`src/sfd_pkg.sv`:
```
package sfd_pkg;

   localparam int POSITION_BITS = 48;

   localparam logic [7:0]  SYNC_FIRST        = 8'hB5;
   localparam logic [7:0]  SYNC_SECOND       = 8'h62;
   localparam logic [15:0] MAX_PAYLOAD_RESET = 16'd8192;
   localparam logic [16:0] FRAME_OVERHEAD    = 17'd8;

   typedef logic [POSITION_BITS-1:0] position_type;

   typedef struct packed {
      logic [47:0] frame_offset;
      logic [7:0]  msg_class;
      logic [7:0]  msg_ident;
      logic [15:0] payload_length;
      logic [16:0] frame_length;
   } result_type;

endpackage

```
`src/sfd_req_if.sv`:
```
interface sfd_req_if;
   logic       valid;
   logic       ready;
   logic [7:0] data_byte;

   modport source (output valid, output data_byte, input ready);
   modport sink   (input valid, input data_byte, output ready);
endinterface

```
`src/sfd_rsp_if.sv`:
```
interface sfd_rsp_if;
   logic        valid;
   logic        ready;
   logic [47:0] frame_offset;
   logic [7:0]  msg_class;
   logic [7:0]  msg_ident;
   logic [15:0] payload_length;
   logic [16:0] frame_length;

   modport source (output valid, output frame_offset, output msg_class, output msg_ident,
                   output payload_length, output frame_length, input ready);
   modport sink   (input valid, input frame_offset, input msg_class, input msg_ident,
                   input payload_length, input frame_length, output ready);
endinterface

```
`src/sfd_csr_if.sv`:
```
interface sfd_csr_if;
   logic        valid;
   logic        ready;
   logic [15:0] data;

   modport source (output valid, output data, input ready);
   modport sink   (input valid, input data, output ready);
endinterface

```
`src/sfd_parser.sv`:
```
module sfd_parser (
   input  logic               clock,
   input  logic               reset,
   input  logic               step,
   input  logic [7:0]         data_byte,
   input  logic [15:0]        len_limit,
   output logic               hit,
   output sfd_pkg::result_type result
);
   import sfd_pkg::*;

   typedef enum logic [3:0] {
      PH_HUNT, PH_SYNC2, PH_CLASS, PH_IDENT, PH_LEN_LO, PH_LEN_HI,
      PH_PAYLOAD, PH_CK_A, PH_CK_B
   } phase_type;

   phase_type    phase_ff, phase_in;
   logic [7:0]   sum_a_ff, sum_a_in;
   logic [7:0]   sum_b_ff, sum_b_in;
   logic [7:0]   held_class_ff, held_class_in;
   logic [7:0]   held_ident_ff, held_ident_in;
   logic [15:0]  held_length_ff, held_length_in;
   logic [15:0]  bytes_left_ff, bytes_left_in;
   logic [7:0]   expected_a_ff, expected_a_in;
   position_type byte_position_ff;
   position_type start_position_ff, start_position_in;

   logic [7:0]  acc_a;
   logic [7:0]  acc_b;
   logic [15:0] new_length;

   // Fletcher step; class byte restarts both sums
   always_comb begin
      if (phase_ff == PH_CLASS) begin
         acc_a = data_byte;
         acc_b = data_byte;
      end else begin
         acc_a = sum_a_ff + data_byte;
         acc_b = sum_b_ff + acc_a;
      end
   end

   assign new_length = {data_byte, held_length_ff[7:0]};

   always_comb begin
      phase_in          = phase_ff;
      sum_a_in          = sum_a_ff;
      sum_b_in          = sum_b_ff;
      held_class_in     = held_class_ff;
      held_ident_in     = held_ident_ff;
      held_length_in    = held_length_ff;
      bytes_left_in     = bytes_left_ff;
      expected_a_in     = expected_a_ff;
      start_position_in = start_position_ff;
      hit               = 1'b0;
      case (phase_ff)
         PH_SYNC2: begin
            if (data_byte == SYNC_SECOND) begin
               phase_in = PH_CLASS;
            end else if (data_byte == SYNC_FIRST) begin
               start_position_in = byte_position_ff;
            end else begin
               phase_in = PH_HUNT;
            end
         end
         PH_CLASS: begin
            held_class_in = data_byte;
            sum_a_in      = acc_a;
            sum_b_in      = acc_b;
            phase_in      = PH_IDENT;
         end
         PH_IDENT: begin
            held_ident_in = data_byte;
            sum_a_in      = acc_a;
            sum_b_in      = acc_b;
            phase_in      = PH_LEN_LO;
         end
         PH_LEN_LO: begin
            held_length_in = {8'd0, data_byte};
            sum_a_in       = acc_a;
            sum_b_in       = acc_b;
            phase_in       = PH_LEN_HI;
         end
         PH_LEN_HI: begin
            held_length_in = new_length;
            sum_a_in       = acc_a;
            sum_b_in       = acc_b;
            if (new_length > len_limit) begin
               phase_in = PH_HUNT;
            end else begin
               bytes_left_in = new_length;
               phase_in      = (new_length == 16'd0) ? PH_CK_A : PH_PAYLOAD;
            end
         end
         PH_PAYLOAD: begin
            sum_a_in      = acc_a;
            sum_b_in      = acc_b;
            bytes_left_in = bytes_left_ff - 16'd1;
            if (bytes_left_ff == 16'd1) begin
               phase_in = PH_CK_A;
            end
         end
         PH_CK_A: begin
            expected_a_in = data_byte;
            phase_in      = PH_CK_B;
         end
         PH_CK_B: begin
            hit      = (sum_a_ff == expected_a_ff) && (sum_b_ff == data_byte);
            phase_in = PH_HUNT;
         end
         default: begin
            if (data_byte == SYNC_FIRST) begin
               start_position_in = byte_position_ff;
               phase_in          = PH_SYNC2;
            end else begin
               phase_in = PH_HUNT;
            end
         end
      endcase
   end

   always_comb begin
      result.frame_offset   = 48'(start_position_ff);
      result.msg_class      = held_class_ff;
      result.msg_ident      = held_ident_ff;
      result.payload_length = held_length_ff;
      result.frame_length   = {1'b0, held_length_ff} + FRAME_OVERHEAD;
   end

   always_ff @(posedge clock) begin
      if (reset) begin
         phase_ff          <= PH_HUNT;
         sum_a_ff          <= '0;
         sum_b_ff          <= '0;
         held_class_ff     <= '0;
         held_ident_ff     <= '0;
         held_length_ff    <= '0;
         bytes_left_ff     <= '0;
         expected_a_ff     <= '0;
         byte_position_ff  <= '0;
         start_position_ff <= '0;
      end else if (step) begin
         phase_ff          <= phase_in;
         sum_a_ff          <= sum_a_in;
         sum_b_ff          <= sum_b_in;
         held_class_ff     <= held_class_in;
         held_ident_ff     <= held_ident_in;
         held_length_ff    <= held_length_in;
         bytes_left_ff     <= bytes_left_in;
         expected_a_ff     <= expected_a_in;
         byte_position_ff  <= byte_position_ff + 1'b1;
         start_position_ff <= start_position_in;
      end
   end

endmodule

```
`src/sync_frame_deframer_fletcher8_top.sv`:
```
// Sync-pair frame deframer with Fletcher-8 check. Takes one stream byte per
// beat, hunts for B5 62, reads class, id and a little-endian length, and emits
// one beat per frame whose check bytes match, carrying the stream offset of
// its first sync byte. Lengths above the csr length limit (reset 8192) drop the
// candidate; hunting restarts on the following byte, with no rescan. Throughput
// is one byte per clock unless the output stalls: the byte lands in an input
// register, the parser state and result update from it, and the result waits
// in an output register, so input stalls only while that register is full and
// held. Result valid is registered as the parser consumes the last check byte.
module sync_frame_deframer_fletcher8_top (
   input logic       clock,
   input logic       reset,
   sfd_req_if.sink   req_bus,
   sfd_rsp_if.source rsp_bus,
   sfd_csr_if.sink   csr_bus
);
   import sfd_pkg::*;

   logic        in_vld_ff;
   logic [7:0]  in_byte_ff;
   logic        out_vld_ff;
   result_type  out_data_ff;
   logic [15:0] max_len_ff;

   logic        advance;
   logic        hit;
   result_type  result;

   assign advance       = in_vld_ff && (!out_vld_ff || rsp_bus.ready);
   assign req_bus.ready = !in_vld_ff || advance;
   assign csr_bus.ready = 1'b1;

   sfd_parser u_parser (
      .clock     (clock),
      .reset     (reset),
      .step      (advance),
      .data_byte (in_byte_ff),
      .len_limit (max_len_ff),
      .hit       (hit),
      .result    (result)
   );

   always_ff @(posedge clock) begin
      if (reset) begin
         in_vld_ff  <= 1'b0;
         out_vld_ff <= 1'b0;
         max_len_ff <= MAX_PAYLOAD_RESET;
      end else begin
         if (req_bus.ready) begin
            in_vld_ff <= req_bus.valid;
         end
         if (advance) begin
            out_vld_ff <= hit;
         end else if (rsp_bus.ready) begin
            out_vld_ff <= 1'b0;
         end
         if (csr_bus.valid) begin
            max_len_ff <= csr_bus.data;
         end
      end
   end

   always_ff @(posedge clock) begin
      if (req_bus.valid && req_bus.ready) begin
         in_byte_ff <= req_bus.data_byte;
      end
      if (advance && hit) begin
         out_data_ff <= result;
      end
   end

   assign rsp_bus.valid          = out_vld_ff;
   assign rsp_bus.frame_offset   = out_data_ff.frame_offset;
   assign rsp_bus.msg_class      = out_data_ff.msg_class;
   assign rsp_bus.msg_ident      = out_data_ff.msg_ident;
   assign rsp_bus.payload_length = out_data_ff.payload_length;
   assign rsp_bus.frame_length   = out_data_ff.frame_length;

endmodule
```
`src/flat_wrapper.sv`:
```
// flat-port wrapper written by rule: the top's interface ports become plain ports
module sync_frame_deframer_fletcher8_top_flat import sfd_pkg::*;
  (clock, reset, req_bus_valid, req_bus_data_byte, req_bus_ready, rsp_bus_valid, rsp_bus_frame_offset, rsp_bus_msg_class, rsp_bus_msg_ident, rsp_bus_payload_length, rsp_bus_frame_length, rsp_bus_ready, csr_bus_valid, csr_bus_data, csr_bus_ready);
  sfd_req_if req_bus_i ();
  sfd_rsp_if rsp_bus_i ();
  sfd_csr_if csr_bus_i ();
  input logic clock;
  input logic reset;
  input wire logic [$bits(req_bus_i.valid)-1:0] req_bus_valid;
  input wire logic [$bits(req_bus_i.data_byte)-1:0] req_bus_data_byte;
  output wire logic [$bits(req_bus_i.ready)-1:0] req_bus_ready;
  output wire logic [$bits(rsp_bus_i.valid)-1:0] rsp_bus_valid;
  output wire logic [$bits(rsp_bus_i.frame_offset)-1:0] rsp_bus_frame_offset;
  output wire logic [$bits(rsp_bus_i.msg_class)-1:0] rsp_bus_msg_class;
  output wire logic [$bits(rsp_bus_i.msg_ident)-1:0] rsp_bus_msg_ident;
  output wire logic [$bits(rsp_bus_i.payload_length)-1:0] rsp_bus_payload_length;
  output wire logic [$bits(rsp_bus_i.frame_length)-1:0] rsp_bus_frame_length;
  input wire logic [$bits(rsp_bus_i.ready)-1:0] rsp_bus_ready;
  input wire logic [$bits(csr_bus_i.valid)-1:0] csr_bus_valid;
  input wire logic [$bits(csr_bus_i.data)-1:0] csr_bus_data;
  output wire logic [$bits(csr_bus_i.ready)-1:0] csr_bus_ready;
  assign req_bus_i.valid = req_bus_valid;
  assign req_bus_i.data_byte = req_bus_data_byte;
  assign req_bus_ready = req_bus_i.ready;
  assign rsp_bus_valid = rsp_bus_i.valid;
  assign rsp_bus_frame_offset = rsp_bus_i.frame_offset;
  assign rsp_bus_msg_class = rsp_bus_i.msg_class;
  assign rsp_bus_msg_ident = rsp_bus_i.msg_ident;
  assign rsp_bus_payload_length = rsp_bus_i.payload_length;
  assign rsp_bus_frame_length = rsp_bus_i.frame_length;
  assign rsp_bus_i.ready = rsp_bus_ready;
  assign csr_bus_i.valid = csr_bus_valid;
  assign csr_bus_i.data = csr_bus_data;
  assign csr_bus_ready = csr_bus_i.ready;
  sync_frame_deframer_fletcher8_top u_core (.clock(clock), .reset(reset), .req_bus(req_bus_i), .rsp_bus(rsp_bus_i), .csr_bus(csr_bus_i));
endmodule
```
`config.mk`:
```
export PLATFORM = sky130hd
export DESIGN_NAME = sync_frame_deframer_fletcher8_top_flat
export DESIGN_NICKNAME = d
export VERILOG_FILES = /design/src/sfd_pkg.sv /design/src/sfd_req_if.sv /design/src/sfd_rsp_if.sv /design/src/sfd_csr_if.sv /design/src/sfd_parser.sv /design/src/sync_frame_deframer_fletcher8_top.sv /design/src/flat_wrapper.sv
export SDC_FILE = /design/constraint.sdc
export NUM_CORES = 1
export LEC_CHECK = 0
export BUFFER_PORTS_ARGS = -buffer_cell sky130_fd_sc_hd__buf_4
export CORE_UTILIZATION = 44
export CTS_BUF_LIST = sky130_fd_sc_hd__clkbuf_8
export DETAILED_ROUTE_END_ITERATION = 16
export MAX_ROUTING_LAYER = met4
export PLACE_DENSITY = 0.62
export RECOVER_POWER = 100
export SLEW_MARGIN = 0
export SYNTH_ARGS = -nofsm -noshare
export SYNTH_HDL_FRONTEND = slang
export SYNTH_SLANG_ARGS = --single-unit
```
`constraint.sdc`:
```
create_clock -name clock -period 25.5 [get_ports clock]
set_clock_uncertainty 0.1 [all_clocks]
set_input_delay 3.825 -clock clock [delete_from_list [all_inputs] [get_ports clock]]
set_output_delay 3.825 -clock clock [all_outputs]
set_load 0.005 [all_outputs]
```
==> results.sh, run 1 <==
export IMPL_clockRootBuffer="clkbuf_8"
export IMPL_drt_iter0_markers=675
export IMPL_ys_seq_area_share_pct=55.9
export IMPL_busiest_layer="met2"
export IMPL_antenna_left=0
export IMPL_use_met1_pct=25.5
export IMPL_die_area_sq_um=28600
export IMPL_cp_startpoint="reset"
export IMPL_synth_top_area_cell="dfxtp_1"
export IMPL_yosys_area_top_type_share_pct=31.0
export IMPL_clock_path_buffers=3
export IMPL_coreArea_sq_um=27200
export IMPL_yosysWarnings=0
export IMPL_cp_start_kind="input port"
export IMPL_p_sw_mw=0.218
export IMPL_ir_drop_mv=0.0357
export IMPL_critPathArrivalTime_ns=10.62
export IMPL_hold_viol=0
export IMPL_cp_slowest_stage_delay_ns=3.00
export IMPL_final_setup_viol_count=0
export IMPL_first_pass_iters=5
export IMPL_area_growth_pct=17.8
export IMPL_cts_hold_fix_buffers=0
export IMPL_rsz0062_at_grt="false"
export IMPL_first_global_vias=8583
export IMPL_antenna_found_initial=0
export IMPL_worst_hold_startpoint="u_core.u_parser.start_position_ff[3]$_SDFFE_PP0P_"
export IMPL_worstMarginPinSlew_ns=4.12
export IMPL_cellInternalPower_mw=0.719
export IMPL_post_route_period_util_pct=40.3
export IMPL_grt_util_all_layers_pct=19.4
export IMPL_h_tree_depth=2
export IMPL_wire_per_inst_um=15.2
export IMPL_worstPathRequired_ns=25.85
export IMPL_crit_fanout=97
export IMPL_syn_cell_area_sq_um=12300
export IMPL_num_rows=60
export IMPL_clk_pin_slew_ns=0.06
export IMPL_layout_commonest_cell="dfxtp_1"
export IMPL_fillCellCount=2563
export IMPL_cts_resized=0
export IMPL_dieHeight_um=169
export IMPL_nets=1406
export IMPL_end_kind="flip-flop"
export IMPL_timing_worst_setup_path_type="input port to flip-flop"
export IMPL_ys_ff_latch=292
export IMPL_r2r_start="u_core.rsp_bus.valid$_SDFFE_PP0P_"
export IMPL_grt_max_degree=98
export IMPL_fmax_mhz=97.4
export IMPL_drc_errors=0
export IMPL_drv_cap=4
export IMPL_synth_flop_cell="dfxtp_1"
export IMPL_finalCriticalPeriod_ns=10.27
export IMPL_design_area_sq_um=14500
export IMPL_slowest_stage="clkbuf_1"
export IMPL_via_per_inst=5.17
export IMPL_setup_tns_ns=0
export IMPL_wirelength_um=26700
export IMPL_place_gp_congestion=0.892
export IMPL_numClockSinks=292
export IMPL_violations="max-capacitance violations, max-slew violations"
export IMPL_gr_total_overflow=0
export IMPL_syn_area_per_cell_sq_um=10.1
export IMPL_met3_usage_pct=3.83
export IMPL_dpl_cell_area_sq_um=13500
export IMPL_synth_edff_count=102
export IMPL_outcome="finished, violations left"
export IMPL_drive_above_1_share_pct=16.0
export IMPL_syn_num_nets=1284
export IMPL_swShare_pct=23.3
export IMPL_power_density_nw_per_um2=64.9
export IMPL_post_cts_repair_setup_buffers=0
export IMPL_synthTopCellsByArea="dfxtp_1, edfxtp_1, nand2_1"
export IMPL_die_w_um=169
export IMPL_synth_cell_types=70
export IMPL_start_util_pct=45.2
export IMPL_numPortBuffers=127
export IMPL_place_hpwl_um=17300
export IMPL_combPwrFrac_pct=4.7
export IMPL_crit_top_cell="clkbuf_1"
export IMPL_synthCells=1218
export IMPL_pwr_share_clk_pct=42.9
export IMPL_slew_violations=273
export IMPL_final_cell_mix="dfxtp_1, nand2_1, nor2_1, a21oi_1, clkbuf_4"
export IMPL_p_seq_share_pct=52.3
export IMPL_vias=9061
export IMPL_diodes=0
export IMPL_use_met2_pct=30.2
export IMPL_power_leakage_nw=5.66
export IMPL_clock_latency_ns=0.57
export IMPL_io_pins=129
export IMPL_cts_buffers_inserted=49
export IMPL_hold_class="flip-flop to flip-flop"
export IMPL_grt_pass1_wl_um=43300
export IMPL_synth_async_sr_flop_share_pct=0
export IMPL_maxSlewHeadroom_pct=-175
export IMPL_path_cells="clkbuf_1 > clkbuf_1 > a21oi_1 > a32o_1"
export IMPL_cts_tree="done"
## kinds of logic after synthesis
group	Yosys count	synth area share [%]
XOR/XNOR	79	5.64
other	1	0.0306
buffers and inverters	92	3.09
multiplexers	34	2.78
flip-flops	292	55.9
AND/OR/NAND/NOR	470	18.3
AO/OA/AOI/OAI	213	10.3
adder cells (fa/ha/maj)	37	3.89
## path summary, 6_finish.rpt
check	slack, ns	cells after the start	to
worst max register to register	21.02	5	u_core.rsp_bus.frame_length[7]$_DFFE_PP_
worst min register to register	0.32	0	u_core.rsp_bus.frame_offset[3]$_DFFE_PP_
worst max-delay path	15.23	4	u_core.u_parser.bytes_left_ff[4]$_SDFFE_PP0P_
worst min-delay path	0.32	0	u_core.rsp_bus.frame_offset[3]$_DFFE_PP_
## cell usage after synthesis (17+ instances only)
master    instances
a21oi_1         107
clkbuf_1         44
dfxtp_1         190
edfxtp_1        102
ha_1             35
inv_1            28
mux2i_1          33
nand2_1         172
nand3_1          44
nand4_1          17
nor2_1          135
nor3_1           18
o21ai_0          36
xnor2_1          33
xor2_1           46
## critical path, delay by kind of cell
| kind | cells | cell delay, ns |
|---|---|---|
| AO/OA/AOI/OAI | 2 | 1.37 |
| buffers and inverters | 2 | 5.33 |
## flip-flops by register name (all words and copies together), names as in the netlist, 13 cells and up
signal and count:
u_core.rsp_bus.frame_offset 48, u_core.u_parser.bytes_left_ff 16, u_core.rsp_bus.payload_length 13, u_core.max_len_ff 16
u_core.u_parser.start_position_ff 48, u_core.u_parser.held_length_ff 16, u_core.u_parser.byte_position_ff 48, u_core.rsp_bus.frame_length 17
## per-layer routing
layer	vias to the layer above	part of all wire, %
met2	201	46
met5	-	0
met4	0	2.2
met1	4266	47
met3	56	4.5
li1	4538	-
## per-stage QoR
stage | power (mW) | hold slack [ns] | setup WS (ns) | util (%) | std cells
final | 0.937 | 0.317 | 15.23 | 53.2 | 1753
after global routing | 0.976 | 0.324 | 14.61 | 53.2 | 1753
after CTS | 0.949 | 0.317 | 17.23 | 53.3 | 1753
after detailed placement | 0.545 | 0.316 | 17.24 | 49.7 | 1661
after global placement | 0.544 | 0.311 | 17.24 | 49.7 | 1661
after floorplan | 0.530 | 0.308 | 11.36 | - | 1218
## power by group through the flow
stage	sequential, mW	combinational (mW)	clock [mW]
finish	0.491	0.0445	0.402
global route	0.491	0.0500	0.435
global placement	0.500	0.0437	0
CTS	0.491	0.0449	0.414
floorplan	0.495	0.0350	0
detailed placement	0.500	0.0447	0
## cell type report
class	count	area (sq um)	share of cell area [%]
clock buffers	58	798	5.52
clock inverters	34	179	1.24
multi-input cells	834	5050	34.9
inverters	28	105	0.727
well taps	372	465	3.22
flip-flops and latches	292	6870	47.5
repair buffers	135	991	6.86
(Power assumes the default switching activity.)
==> inputs of run 2 (changes only) <==
--- a/config.mk
+++ b/config.mk
@@ -10,7 +10,7 @@
 export CTS_BUF_LIST = sky130_fd_sc_hd__clkbuf_8
 export DETAILED_ROUTE_END_ITERATION = 16
 export MAX_ROUTING_LAYER = met4
-export PLACE_DENSITY = 0.62
+export PLACE_DENSITY = 0.64
 export RECOVER_POWER = 100
 export SLEW_MARGIN = 0
 export SYNTH_ARGS = -nofsm -noshare
==> constraint.sdc (replaced) <==
create_clock -name clock -period 8.9 [get_ports clock]
set_clock_uncertainty 0.1 [all_clocks]
set_input_delay 1.335 -clock clock [delete_from_list [all_inputs] [get_ports clock]]
set_output_delay 1.335 -clock clock [all_outputs]
set_load 0.005 [all_outputs]
==> results.sh, run 2 (same netlist as run 1, synthesis figures left out) <==
export IMPL_worst_hold_startpoint="u_core.u_parser.start_position_ff[4]$_SDFFE_PP0P_"
export IMPL_clk_pin_slew_ns=0.06
export IMPL_register_area_sq_um=6870
export IMPL_violations="max-capacitance violations, max-slew violations"
export IMPL_cp_start_kind="input port"
export IMPL_worstPathRequired_ns=9.25
export IMPL_antenna_left=0
export IMPL_h_tree_depth=2
export IMPL_io_pins=129
export IMPL_ir_drop_mv=0.126
export IMPL_nets=1403
export IMPL_power_density_nw_per_um2=185
export IMPL_whs_endpoint="u_core.rsp_bus.frame_offset[4]$_DFFE_PP_"
export IMPL_clockRootBuffer="clkbuf_8"
export IMPL_clock_path_buffers=3
export IMPL_fmax_mhz=179
export IMPL_busiest_layer="met2"
export IMPL_holdWs_ns=0.312
export IMPL_grt_util_all_layers_pct=19.3
export IMPL_worstMarginPinSlew_ns=3.70
export IMPL_slew_violations=241
export IMPL_antenna_found_initial=0
export IMPL_grt_pass1_wl_um=43000
export IMPL_drc_errors=0
export IMPL_wirelength_um=26900
export IMPL_gr_total_overflow=0
export IMPL_first_global_vias=8520
export IMPL_fillCellCount=2532
export IMPL_cts_hold_fix_buffers=0
export IMPL_reg2reg_depth=5
export IMPL_drt_iter0_markers=494
export IMPL_r2r_end="u_core.rsp_bus.payload_length[14]$_DFFE_PP_"
export IMPL_wire_per_inst_um=15.4
export IMPL_maxSlewHeadroom_pct=-146
export IMPL_path_cells="buf_4 > clkbuf_1 > a21oi_1 > a32o_1"
export IMPL_via_per_inst=5.25
export IMPL_first_pass_iters=4
export IMPL_met3_usage_pct=3.69
export IMPL_layout_commonest_cell="dfxtp_1"
export IMPL_hold_viol=0
export IMPL_numClockSinks=292
export IMPL_cts_buffers_inserted=48
export IMPL_power_total_mw=2.67
export IMPL_end_kind="flip-flop"
export IMPL_dieHeight_um=169
export IMPL_multiInputGateArea_sq_um=5030
export IMPL_diodes=0
export IMPL_use_met2_pct=29.1
export IMPL_hold_class="flip-flop to flip-flop"
export IMPL_holdPathStages=0
export IMPL_timing_worst_setup_path_type="input port to flip-flop"
export IMPL_cts_tree="done"
export IMPL_post_route_period_util_pct=62.9
export IMPL_area_growth_pct=17.2
export IMPL_numPortBuffers=127
export IMPL_dp_slack_ns=4.66
export IMPL_clock_latency_ns=0.58
export IMPL_path_delay_family="buffers and inverters"
export IMPL_setup_tns_ns=0
export IMPL_place_hpwl_um=17300
export IMPL_start_util_pct=45.2
export IMPL_outcome="finished, violations left"
export IMPL_finalCriticalPeriod_ns=5.60
export IMPL_cp_slowest_stage_delay_ns=2.66
export IMPL_power_leakage_nw=5.64
export IMPL_num_rows=60
export IMPL_place_gp_congestion=0.869
export IMPL_vias=9171
export IMPL_r2r_start="u_core.in_byte_ff[4]$_DFFE_PP_"
export IMPL_critPathArrivalTime_ns=5.95
export IMPL_layout_setup_ws_ns=3.30
export IMPL_final_setup_viol_count=0
export IMPL_slowest_stage="clkbuf_1"
export IMPL_drive_above_1_share_pct=15.2
export IMPL_regToRegSetupSlack_ns=4.37
export IMPL_grt_max_degree=90
export IMPL_crit_buf_inv=2
export IMPL_die_area_sq_um=28600
export IMPL_use_met1_pct=25.7
export IMPL_post_cts_repair_setup_buffers=0
export IMPL_rsz0062_at_grt="false"
export IMPL_drv_cap=5
export IMPL_coreArea_sq_um=27200
export IMPL_cts_resized=0
export IMPL_final_cell_mix="dfxtp_1, nand2_1, nor2_1, a21oi_1, clkbuf_4"
export IMPL_die_w_um=169
export IMPL_crit_fanout=89
-- run 2: cell type report --
| type | count | area share, % |
|---|---|---|
| inverters | 28 | 0.731 |
| multi-input cells | 834 | 35.0 |
| flip-flops and latches | 292 | 47.7 |
| clock inverters | 37 | 1.57 |
| clock buffers | 52 | 4.98 |
| well taps | 372 | 3.24 |
| repair buffers | 133 | 6.73 |
-- run 2: report_power, final --
group          internal (mW)  switching (mW)
clock network          0.603           0.535
logic                 0.0507          0.0695
registers               1.38          0.0252
-- run 2: worst max-delay path by stage --
stage                                         from                                           endpoint  slack (ns)  cells after the start
floorplan                            rsp_bus_ready           u_core.rsp_bus.frame_length[0]$_DFFE_PP_        1.23                      5
global placement                     rsp_bus_ready  u_core.u_parser.byte_position_ff[26]$_SDFFE_PP0P_        4.79                      8
detailed placement                   rsp_bus_ready  u_core.u_parser.byte_position_ff[26]$_SDFFE_PP0P_        4.66                      8
CTS                 u_core.in_byte_ff[0]$_DFFE_PP_           u_core.u_parser.sum_b_ff[7]$_SDFFE_PP0P_        5.08                     14
global route                                 reset      u_core.u_parser.bytes_left_ff[7]$_SDFFE_PP0P_        2.84                      4
finish                                       reset      u_core.u_parser.bytes_left_ff[7]$_SDFFE_PP0P_        3.30                      4
-- run 2: stage by stage --
| step | instance area [sq um] | instances | util (%) |
|---|---|---|---|
| global route | 14400 | 1748 | 52.9 |
| detailed placement | 13500 | 1659 | 49.7 |
| CTS | 14400 | 1748 | 53.1 |
| finish | 14400 | 1748 | 52.9 |
| global placement | 13500 | 1659 | 49.7 |
| floorplan | 12300 | 1218 | - |
-- run 2: routing by layer --
layer | vias to the layer above | wire length (um)
met4 | 0 | 731
met2 | 214 | 12000
li1 | 4529 | -
met5 | - | 0
met3 | 59 | 1230
met1 | 4369 | 12900
